**src/hdl/sml_pkg.sv**
```systemverilog
// Shared types and constants for the sorted map on a linked slot store.
// No dependencies; imported by the controller, the datapath and the top level.
package sml_pkg;

	// Default sizes of the slot store and of the key and value words.
	localparam int CAPACITY_DEF    = 64;
	localparam int KEY_WIDTH_DEF   = 32;
	localparam int VALUE_WIDTH_DEF = 32;

	// Operation codes carried by a request.
	localparam logic [1:0] CMD_ADD    = 2'd0;
	localparam logic [1:0] CMD_SEARCH = 2'd1;
	localparam logic [1:0] CMD_REMOVE = 2'd2;

	// Commands from the controller to the datapath.
	typedef struct packed {
		logic start_load;   // capture request, point at list head
		logic walk_adv;     // step to the next node of the pair chain
		logic rd_free;      // read the link of the free-chain head
		logic replace;      // overwrite the value of the current node
		logic unlink;       // bypass the current node in the pair chain
		logic alloc;        // fill the free-chain head slot with the new pair
		logic link_prev;    // point the previous node at the new slot
		logic free_slot;    // push the current node onto the free chain
		logic set_found;    // record a hit and its value
		logic set_full;     // record a refused add
		logic load_result;  // move the outcome to the result registers
	} sml_cmd_t;

	// Status from the datapath to the controller.
	typedef struct packed {
		logic cur_nil;   // current node is the end of the chain
		logic prev_nil;  // no previous node, current is the head
		logic free_nil;  // no free slot left
		logic key_eq;    // stored key equals the request key
		logic rel_ok;    // stored key is in order before or at the request key
	} sml_stat_t;

endpackage

```
**src/hdl/sml_ctrl.sv**
```systemverilog
// Controller state machine for the sorted map: sequences walks and relinks.
// Depends on sml_pkg for the command and status structs and the operation codes.
module sml_ctrl (
	input  logic             clk,
	input  logic             arst_n,
	input  logic             start,
	input  logic [1:0]       cmd,
	input  sml_pkg::sml_stat_t st,
	output sml_pkg::sml_cmd_t  c,
	output logic             busy,
	output logic             done
);
	import sml_pkg::*;

	typedef enum logic [6:0] {
		S_IDLE      = 7'b0000001,
		S_WALK      = 7'b0000010,
		S_ADD_TRY   = 7'b0000100,
		S_ALLOC_WR  = 7'b0001000,
		S_LINK_PREV = 7'b0010000,
		S_FREE_SLOT = 7'b0100000,
		S_FINISH    = 7'b1000000
	} state_t;

	state_t     state_q, state_d;
	logic [1:0] cmd_q;
	logic       accept;

	assign accept = start && (state_q == S_IDLE);
	assign busy   = (state_q != S_IDLE);

	// Next state and datapath commands.
	always_comb begin
		state_d = state_q;
		c       = '0;
		unique case (state_q)
			S_IDLE: begin
				if (accept) begin
					c.start_load = 1'b1;
					if (cmd == CMD_ADD || cmd == CMD_SEARCH || cmd == CMD_REMOVE)
						state_d = S_WALK;
					else
						state_d = S_FINISH;
				end
			end
			S_WALK: begin
				if (st.cur_nil) begin
					state_d = (cmd_q == CMD_ADD) ? S_ADD_TRY : S_FINISH;
				end else begin
					case (cmd_q)
						CMD_ADD: begin
							if (st.key_eq) begin
								c.replace   = 1'b1;
								c.set_found = 1'b1;
								state_d     = S_FINISH;
							end else if (st.rel_ok) begin
								c.walk_adv = 1'b1;
							end else begin
								state_d = S_ADD_TRY;
							end
						end
						CMD_SEARCH: begin
							if (st.key_eq) begin
								c.set_found = 1'b1;
								state_d     = S_FINISH;
							end else if (!st.rel_ok) begin
								state_d = S_FINISH;
							end else begin
								c.walk_adv = 1'b1;
							end
						end
						default: begin
							// Remove walks on equality alone.
							if (st.key_eq) begin
								c.set_found = 1'b1;
								c.unlink    = 1'b1;
								state_d     = S_FREE_SLOT;
							end else begin
								c.walk_adv = 1'b1;
							end
						end
					endcase
				end
			end
			S_ADD_TRY: begin
				if (st.free_nil) begin
					c.set_full = 1'b1;
					state_d    = S_FINISH;
				end else begin
					c.rd_free = 1'b1;
					state_d   = S_ALLOC_WR;
				end
			end
			S_ALLOC_WR: begin
				c.alloc = 1'b1;
				state_d = st.prev_nil ? S_FINISH : S_LINK_PREV;
			end
			S_LINK_PREV: begin
				c.link_prev = 1'b1;
				state_d     = S_FINISH;
			end
			S_FREE_SLOT: begin
				c.free_slot = 1'b1;
				state_d     = S_FINISH;
			end
			S_FINISH: begin
				c.load_result = 1'b1;
				state_d       = S_IDLE;
			end
			default: begin
				state_d = S_IDLE;
			end
		endcase
	end

	// State, latched operation code and result strobe.
	always_ff @(posedge clk or negedge arst_n) begin
		if (!arst_n) begin
			state_q <= S_IDLE;
			cmd_q   <= CMD_ADD;
			done    <= 1'b0;
		end else begin
			state_q <= state_d;
			done    <= (state_q == S_FINISH);
			if (accept)
				cmd_q <= cmd;
		end
	end

endmodule

```
**src/hdl/sml_datapath.sv**
```systemverilog
// Datapath of the sorted map: slot memories, chain pointers, counters, results.
// Depends on sml_pkg for the command and status structs.
module sml_datapath #(
	parameter int CAPACITY    = sml_pkg::CAPACITY_DEF,
	parameter int KEY_WIDTH   = sml_pkg::KEY_WIDTH_DEF,
	parameter int VALUE_WIDTH = sml_pkg::VALUE_WIDTH_DEF,
	localparam int PW         = $clog2(CAPACITY + 1)
) (
	input  logic                          clk,
	input  logic                          arst_n,
	input  sml_pkg::sml_cmd_t             c,
	output sml_pkg::sml_stat_t            st,
	input  logic signed [KEY_WIDTH-1:0]   key,
	input  logic signed [VALUE_WIDTH-1:0] value_in,
	input  logic                          cfg_we,
	input  logic                          cfg_wdata,
	output logic signed [VALUE_WIDTH-1:0] value_out,
	output logic                          found,
	output logic                          status,
	output logic [PW-1:0]                 pair_count,
	output logic                          is_empty
);
	import sml_pkg::*;

	localparam int          AW  = $clog2(CAPACITY);
	localparam logic [PW-1:0] NIL = PW'(CAPACITY);

	// Slot memories; they have no reset, and their contents matter only on chain slots.
	logic [KEY_WIDTH-1:0]   key_mem  [CAPACITY];
	logic [VALUE_WIDTH-1:0] val_mem  [CAPACITY];
	logic [PW-1:0]          link_mem [CAPACITY];

	logic signed [KEY_WIDTH-1:0]   key_rd, key_q;
	logic signed [VALUE_WIDTH-1:0] val_rd, val_q, vout_q;
	logic [PW-1:0] link_rd;
	logic [PW-1:0] head_q, free_q, hw_q, count_q, cur_q, prev_q, np_q;
	logic          order_q, found_q, full_q;

	logic [PW-1:0] rd_addr, link_waddr, link_wdata, val_waddr, free_next;
	logic          link_we, val_we, fresh;

	// Status toward the controller.
	assign st.cur_nil  = (cur_q == NIL);
	assign st.prev_nil = (prev_q == NIL);
	assign st.free_nil = (free_q == NIL);
	assign st.key_eq   = (key_rd == key_q);
	assign st.rel_ok   = order_q ? (key_rd >= key_q) : (key_rd <= key_q);

	// Slots at or above the high-water mark were never linked: they chain upward.
	assign fresh     = (free_q >= hw_q);
	assign free_next = fresh ? (free_q + PW'(1)) : link_rd;

	// Read address: one slot per cycle, following the chain as it is read.
	always_comb begin
		if (c.start_load)
			rd_addr = head_q;
		else if (c.walk_adv)
			rd_addr = link_rd;
		else if (c.rd_free)
			rd_addr = free_q;
		else
			rd_addr = cur_q;
	end

	// Link write port.
	always_comb begin
		link_we    = 1'b1;
		link_waddr = cur_q;
		link_wdata = free_q;
		if (c.unlink) begin
			link_we    = !st.prev_nil;
			link_waddr = prev_q;
			link_wdata = link_rd;
		end else if (c.alloc) begin
			link_waddr = free_q;
			link_wdata = cur_q;
		end else if (c.link_prev) begin
			link_waddr = prev_q;
			link_wdata = np_q;
		end else if (!c.free_slot) begin
			link_we = 1'b0;
		end
	end

	// Value write port: new pair or replacement.
	assign val_we    = c.alloc || c.replace;
	assign val_waddr = c.alloc ? free_q : cur_q;

	// Memories with registered read data.
	always_ff @(posedge clk) begin
		if (c.alloc)
			key_mem[free_q[AW-1:0]] <= key_q;
		if (val_we)
			val_mem[val_waddr[AW-1:0]] <= val_q;
		if (link_we)
			link_mem[link_waddr[AW-1:0]] <= link_wdata;
		key_rd  <= key_mem[rd_addr[AW-1:0]];
		val_rd  <= val_mem[rd_addr[AW-1:0]];
		link_rd <= link_mem[rd_addr[AW-1:0]];
	end

	// Chain heads, high-water mark, pair count and ordering mode.
	always_ff @(posedge clk or negedge arst_n) begin
		if (!arst_n) begin
			head_q  <= NIL;
			free_q  <= '0;
			hw_q    <= '0;
			count_q <= '0;
			order_q <= 1'b0;
		end else begin
			if (cfg_we)
				order_q <= cfg_wdata;
			if (c.unlink && st.prev_nil)
				head_q <= link_rd;
			if (c.alloc) begin
				free_q  <= free_next;
				count_q <= count_q + PW'(1);
				if (fresh)
					hw_q <= free_q + PW'(1);
				if (st.prev_nil)
					head_q <= free_q;
			end
			if (c.free_slot) begin
				free_q <= cur_q;
				if (count_q != '0)
					count_q <= count_q - PW'(1);
			end
		end
	end

	// Request capture, walk pointers and outcome.
	always_ff @(posedge clk) begin
		if (c.start_load) begin
			key_q   <= key;
			val_q   <= value_in;
			cur_q   <= head_q;
			prev_q  <= NIL;
			found_q <= 1'b0;
			full_q  <= 1'b0;
			vout_q  <= '0;
		end
		if (c.walk_adv) begin
			prev_q <= cur_q;
			cur_q  <= link_rd;
		end
		if (c.alloc)
			np_q <= free_q;
		if (c.set_found) begin
			found_q <= 1'b1;
			vout_q  <= val_rd;
		end
		if (c.set_full)
			full_q <= 1'b1;
		if (c.load_result) begin
			value_out  <= vout_q;
			found      <= found_q;
			status     <= full_q;
			pair_count <= count_q;
			is_empty   <= (count_q == '0);
		end
	end

endmodule

```
**src/hdl/sorted_map_linked_array_unit.sv**
```systemverilog
// Top level of the sorted map on a linked slot store.
// Depends on sml_pkg, sml_ctrl and sml_datapath.
//
// Usage: a request (cmd, key, value_in) is taken at a rising edge where start
// is high and busy is low. cmd selects add-or-replace, search or remove.
// Each request gives exactly one result on value_out, found, status,
// pair_count and is_empty, shown for one cycle while done is high. The
// receiver cannot stall; a result must be captured in its done cycle.
// cfg_we with cfg_wdata sets the key order (0 ascending, 1 descending). It is
// to be written only while the block is idle; the block does not enforce it.
// A search or a replace stops at a node; a remove that hits also frees that
// slot, and an add of a new key takes the free-chain head and links it in
// after the walk. The walk visits one list node per cycle, set by the single
// read port of the slot memories; a new request can be taken in the cycle
// that done is high, so one request is in flight at a time.
// Reset clears the chains: no pairs, all slots free, ascending order. There
// is no clearing pass; requests are taken from the first edge after reset.
module sorted_map_linked_array_unit #(
	parameter int CAPACITY    = sml_pkg::CAPACITY_DEF,
	parameter int KEY_WIDTH   = sml_pkg::KEY_WIDTH_DEF,
	parameter int VALUE_WIDTH = sml_pkg::VALUE_WIDTH_DEF,
	localparam int PW         = $clog2(CAPACITY + 1)
) (
	input  logic                          clk,
	input  logic                          arst_n,
	input  logic                          start,
	input  logic [1:0]                    cmd,
	input  logic signed [KEY_WIDTH-1:0]   key,
	input  logic signed [VALUE_WIDTH-1:0] value_in,
	input  logic                          cfg_we,
	input  logic                          cfg_wdata,
	output logic                          busy,
	output logic                          done,
	output logic signed [VALUE_WIDTH-1:0] value_out,
	output logic                          found,
	output logic                          status,
	output logic [PW-1:0]                 pair_count,
	output logic                          is_empty
);
	import sml_pkg::*;

	sml_cmd_t  dp_cmd;
	sml_stat_t dp_stat;

	// Controller.
	sml_ctrl u_ctrl (
		.clk    (clk),
		.arst_n (arst_n),
		.start  (start),
		.cmd    (cmd),
		.st     (dp_stat),
		.c      (dp_cmd),
		.busy   (busy),
		.done   (done)
	);

	// Datapath.
	sml_datapath #(
		.CAPACITY    (CAPACITY),
		.KEY_WIDTH   (KEY_WIDTH),
		.VALUE_WIDTH (VALUE_WIDTH)
	) u_dp (
		.clk        (clk),
		.arst_n     (arst_n),
		.c          (dp_cmd),
		.st         (dp_stat),
		.key        (key),
		.value_in   (value_in),
		.cfg_we     (cfg_we),
		.cfg_wdata  (cfg_wdata),
		.value_out  (value_out),
		.found      (found),
		.status     (status),
		.pair_count (pair_count),
		.is_empty   (is_empty)
	);

endmodule

```
**config.mk**
```make
export PLATFORM = sky130hd
export DESIGN_NAME = sorted_map_linked_array_unit
export DESIGN_NICKNAME = d
export VERILOG_FILES = /design/src/hdl/sml_pkg.sv /design/src/hdl/sml_ctrl.sv /design/src/hdl/sml_datapath.sv /design/src/hdl/sorted_map_linked_array_unit.sv
export SDC_FILE = /design/constraint.sdc
export NUM_CORES = 2
export LEC_CHECK = 0
export ABC_CLOCK_PERIOD_IN_PS = 16800
export BUFFER_PORTS_ARGS = -buffer_cell sky130_fd_sc_hd__buf_2
export CAP_MARGIN = 20
export CORE_MARGIN = 8
export CORE_UTILIZATION = 25
export CTS_CLUSTER_SIZE = 8
export DETAILED_ROUTE_END_ITERATION = 8
export PLACE_DENSITY_LB_ADDON = 0.2
export SLEW_MARGIN = 20
export SYNTH_ARGS = -nofsm -noshare
export SYNTH_HDL_FRONTEND = slang
export SYNTH_MEMORY_MAX_BITS = 65536
export SYNTH_SLANG_ARGS = --single-unit
```
**constraint.sdc**
```tcl
create_clock -name clk -period 16.8 [get_ports clk]
set_input_delay 1.68 -clock clk [delete_from_list [all_inputs] [get_ports clk]]
set_output_delay 1.68 -clock clk [all_outputs]
set_load 0.01 [all_outputs]
```
==> out/qor.yml <==
place:
  port_buffers: 114
  place_inst: 18080
  dp.final_hpwl_mm: 341.8
  post_dp_cell_area_um2: 198200
  gp_congestion: 0.7679
grt:
  antenna_found_initial: 59
  overflow: 0
  grt_pass1_vias: 95860
  grt_max_degree: 115
  grt_pass1_wl_mm: 845.0
  track_usage_pct: 15.96
worst_setup_path:
  crit_fanout: 88
  reg2regPathDepth: 18
  reg2reg_slack_ns: 7.93
  r2r_start: "u_dp.key_q[9]"
  endpoint_kind: "flop"
  required_ns: 17.79
  start_kind: "flop"
  arrival_ns: 9.86
  critPathKind: "reg -> reg"
  r2r_end: "u_dp.val_rd[8]"
sta:
  rsz0062_at_grt: "no"
  tns_ns: 0
  slew_viol_final: 0
  worstMarginPinSlew_ns: 1.177
  hold_viol: 0
  worst_clock_skew_ns: 0.05414
  setup_violations: 0
  timing.final.crit_share_pct: 52.82
  slew_headroom_pct: 21.52
  max_freq_mhz: 112.7
  fin_crit_ns: 8.874
clocking:
  ctsResizeCount: 0
  cts_root_buffer: "clkbuf_16"
  cts_tree: "built"
  clkLatencyLatePin_ns: 1.09
  htree_levels: 6
  clkTransAtPathRegs_ns: 0.05
  hold_buffers: 0
  cts-buffers-inserted: 675
  postCtsSetupBuffers: 0
  clockBufferDepth: 4
  cts_sinks: 4815
logic_synthesis:
  netlist_top_cells_count: "edfxtp_1, mux4_2, mux2i_1"
  synth_top_cell_area_share_pct: 77.01
  ys_seq_area_share_pct: 78.34
  synthTopCellsByArea: "edfxtp_1, mux4_2, mux2i_1"
  netlist_area_um2: 183400
  synth_top_cell_by_area: "edfxtp_1"
  ys_seq_elements: 4815
  yosysMostFrequentCell: "edfxtp_1"
  synth_edf_count: 4703
  synthArstFlopShare_pct: 0.8100
  syn_avg_cell_area_um2: 22.17
  synth_ff_type: "edfxtp_1"
  ys.warnings.count: 0
  syn_inst: 8272
  synth_nets: 8386
  synth_cell_types: 81
hold_path:
  whs_path_depth: 0
  min_path_type: "reg -> reg"
  min_to: "u_dp.value_out[15]"
  hold_start: "u_dp.vout_q[15]"
run_status:
  status: "finished, final reports clean"
floorplan:
  die_area_um2: 761200
  dieHeight_um: 872.5
  core_um2: 731100
  die_w_um: 872.5
  start_util_pct: 25.08
  rows: 314
  ios: 115
power:
  power_density_nw_per_um2: 182.4
  total_power_mw: 39.69
  peakVddDrop_mv: 0.1913
  p_leak_nw: 67.67
route:
  drt_iter0_markers: 9678
  vias: 92160
  drtAntennaViolNets: 0
  dr.pass1.iters: 6
  viasPerCell: 4.815
  routedWlPerCell_um: 32.78
  drt-total-wl_mm: 627.4
  drc: 0
final_layout:
  final_nets: 9073
  syn2layout_area_growth_pct: 18.63
  stdcell_area_um2: 217600
  num-fill-cells: 70630
  instances_no_fill: 19140
  fin_util_pct: 29.76
  drive_gt1_share_pct: 26.93
job:
  cap_violations: 0
==> worst max path at each step <==
stage               cells past startpoint      startpoint                  end  slack (ns)
floorplan                              10  u_dp.key_q[27]  u_dp.link_mem[0][2]       10.56
global placement                       16   u_dp.key_q[9]      u_dp.key_rd[29]        8.09
detailed placement                     18   u_dp.key_q[9]       u_dp.val_rd[8]        8.07
CTS                                    18   u_dp.key_q[9]       u_dp.val_rd[8]        8.05
global route                           18   u_dp.key_q[9]       u_dp.val_rd[8]        7.46
finish                                 18   u_dp.key_q[9]       u_dp.val_rd[8]        7.93
==> cell usage in the layout (no fill, tap or decap), drive strengths merged, types with 16 or more instances in the layout <==
cell,n
edfxtp,4703
mux4,1104
clkbuf,990
buf,462
mux2i,277
nor2,252
nand2,236
o21ai,236
a221oi,206
inv,86
dfxtp,73
a21oi,70
nand3,60
and4,51
a22oi,45
ha,43
dfrtp,37
and2,37
o22ai,31
a22o,29
and3,28
o221ai,23
nand4,22
clkinv,21
a32oi,18
nor3,18
diode,16
nand2b,16
a31oi,16
==> power breakdown <==
group	switching [mW]	internal (mW)
sequential	0.191	14.0
combinational	7.80	5.01
clock	5.17	7.52
==> registers in the layout, indices dropped and copies added (netlist names), 2 cells and up <==
name,cells
u_dp.key_rd,32
u_dp.hw_q,7
u_dp.val_mem,2048
u_dp.free_q,7
u_dp.link_rd,7
u_dp.pair_count,7
u_dp.value_out,32
u_dp.link_mem,448
u_ctrl.state_q,7
u_dp.key_q,32
u_dp.val_q,32
u_ctrl.cmd_q,2
u_dp.cur_q,7
u_dp.count_q,7
u_dp.val_rd,32
u_dp.vout_q,32
u_dp.prev_q,7
u_dp.head_q,7
u_dp.key_mem,2048
u_dp.np_q,7
==> logic make-up (layout without fill, tap and decap cells) <==
logic type | count (synthesis) | in the layout | synth area share, %
compound gates | 743 | 743 | 2.860
xor+xnor | 11 | 11 | 0.05253
fa+ha+maj | 43 | 43 | 0.2934
buf+inv | 507 | 1562 | 1.341
flops | 4815 | 4815 | 78.34
mux | 1389 | 1389 | 15.12
other cells | 0 | 16 | 0
simple gates | 764 | 764 | 1.996
==> per-stage QoR <==
stage / hold slack [ns] / setup slack, ns
2_1_floorplan: 0.4003 / 10.56
3_3_place_gp: 0.4084 / 8.093
3_5_place_dp: 0.4063 / 8.070
4_1_cts: 0.3958 / 8.048
5_1_grt: 0.4058 / 7.460
6_report: 0.4035 / 7.926
==> cell type report <==
| cell class | count | area (um^2) | area share, % |
|---|---|---|---|
| sequential | 4815 | 143700 | 66.03 |
| multi-input combinational | 2950 | 38510 | 17.70 |
| clock buffer | 990 | 18310 | 8.414 |
| tap | 9796 | 12260 | 5.634 |
| timing repair buffer | 462 | 3606 | 1.657 |
| clock inverter | 55 | 969.7 | 0.4457 |
| inverter | 55 | 214.0 | 0.09834 |
| antenna | 16 | 40.04 | 0.01840 |
==> metal layers <==
layer / GRT usage, % / wire length, um
met1: 21.64 / 268300
met2: 26.77 / 306200
met3: 2.575 / 36950
met4: 3.807 / 15920
met5: 0 / 95
==> worst max-delay path, cell delays in order, from the launching register on <==
cell and delay, ns:
edfxtp_1 0.31, buf_4 0.50, inv_1 0.21, ha_1 0.38
nand4_1 0.39, nor4_1 0.70, nand4_1 0.43, o211ai_1 0.32
a21oi_2 0.16, nand2_2 0.41, o221a_4 0.83, buf_12 0.52
buf_4 0.84, buf_4 0.98, mux4_2 0.38, nand2_1 0.06
and3_1 0.25, a31oi_1 0.50, and4_1 0.29
No activity file was read; power rests on OpenSTA's default activity.
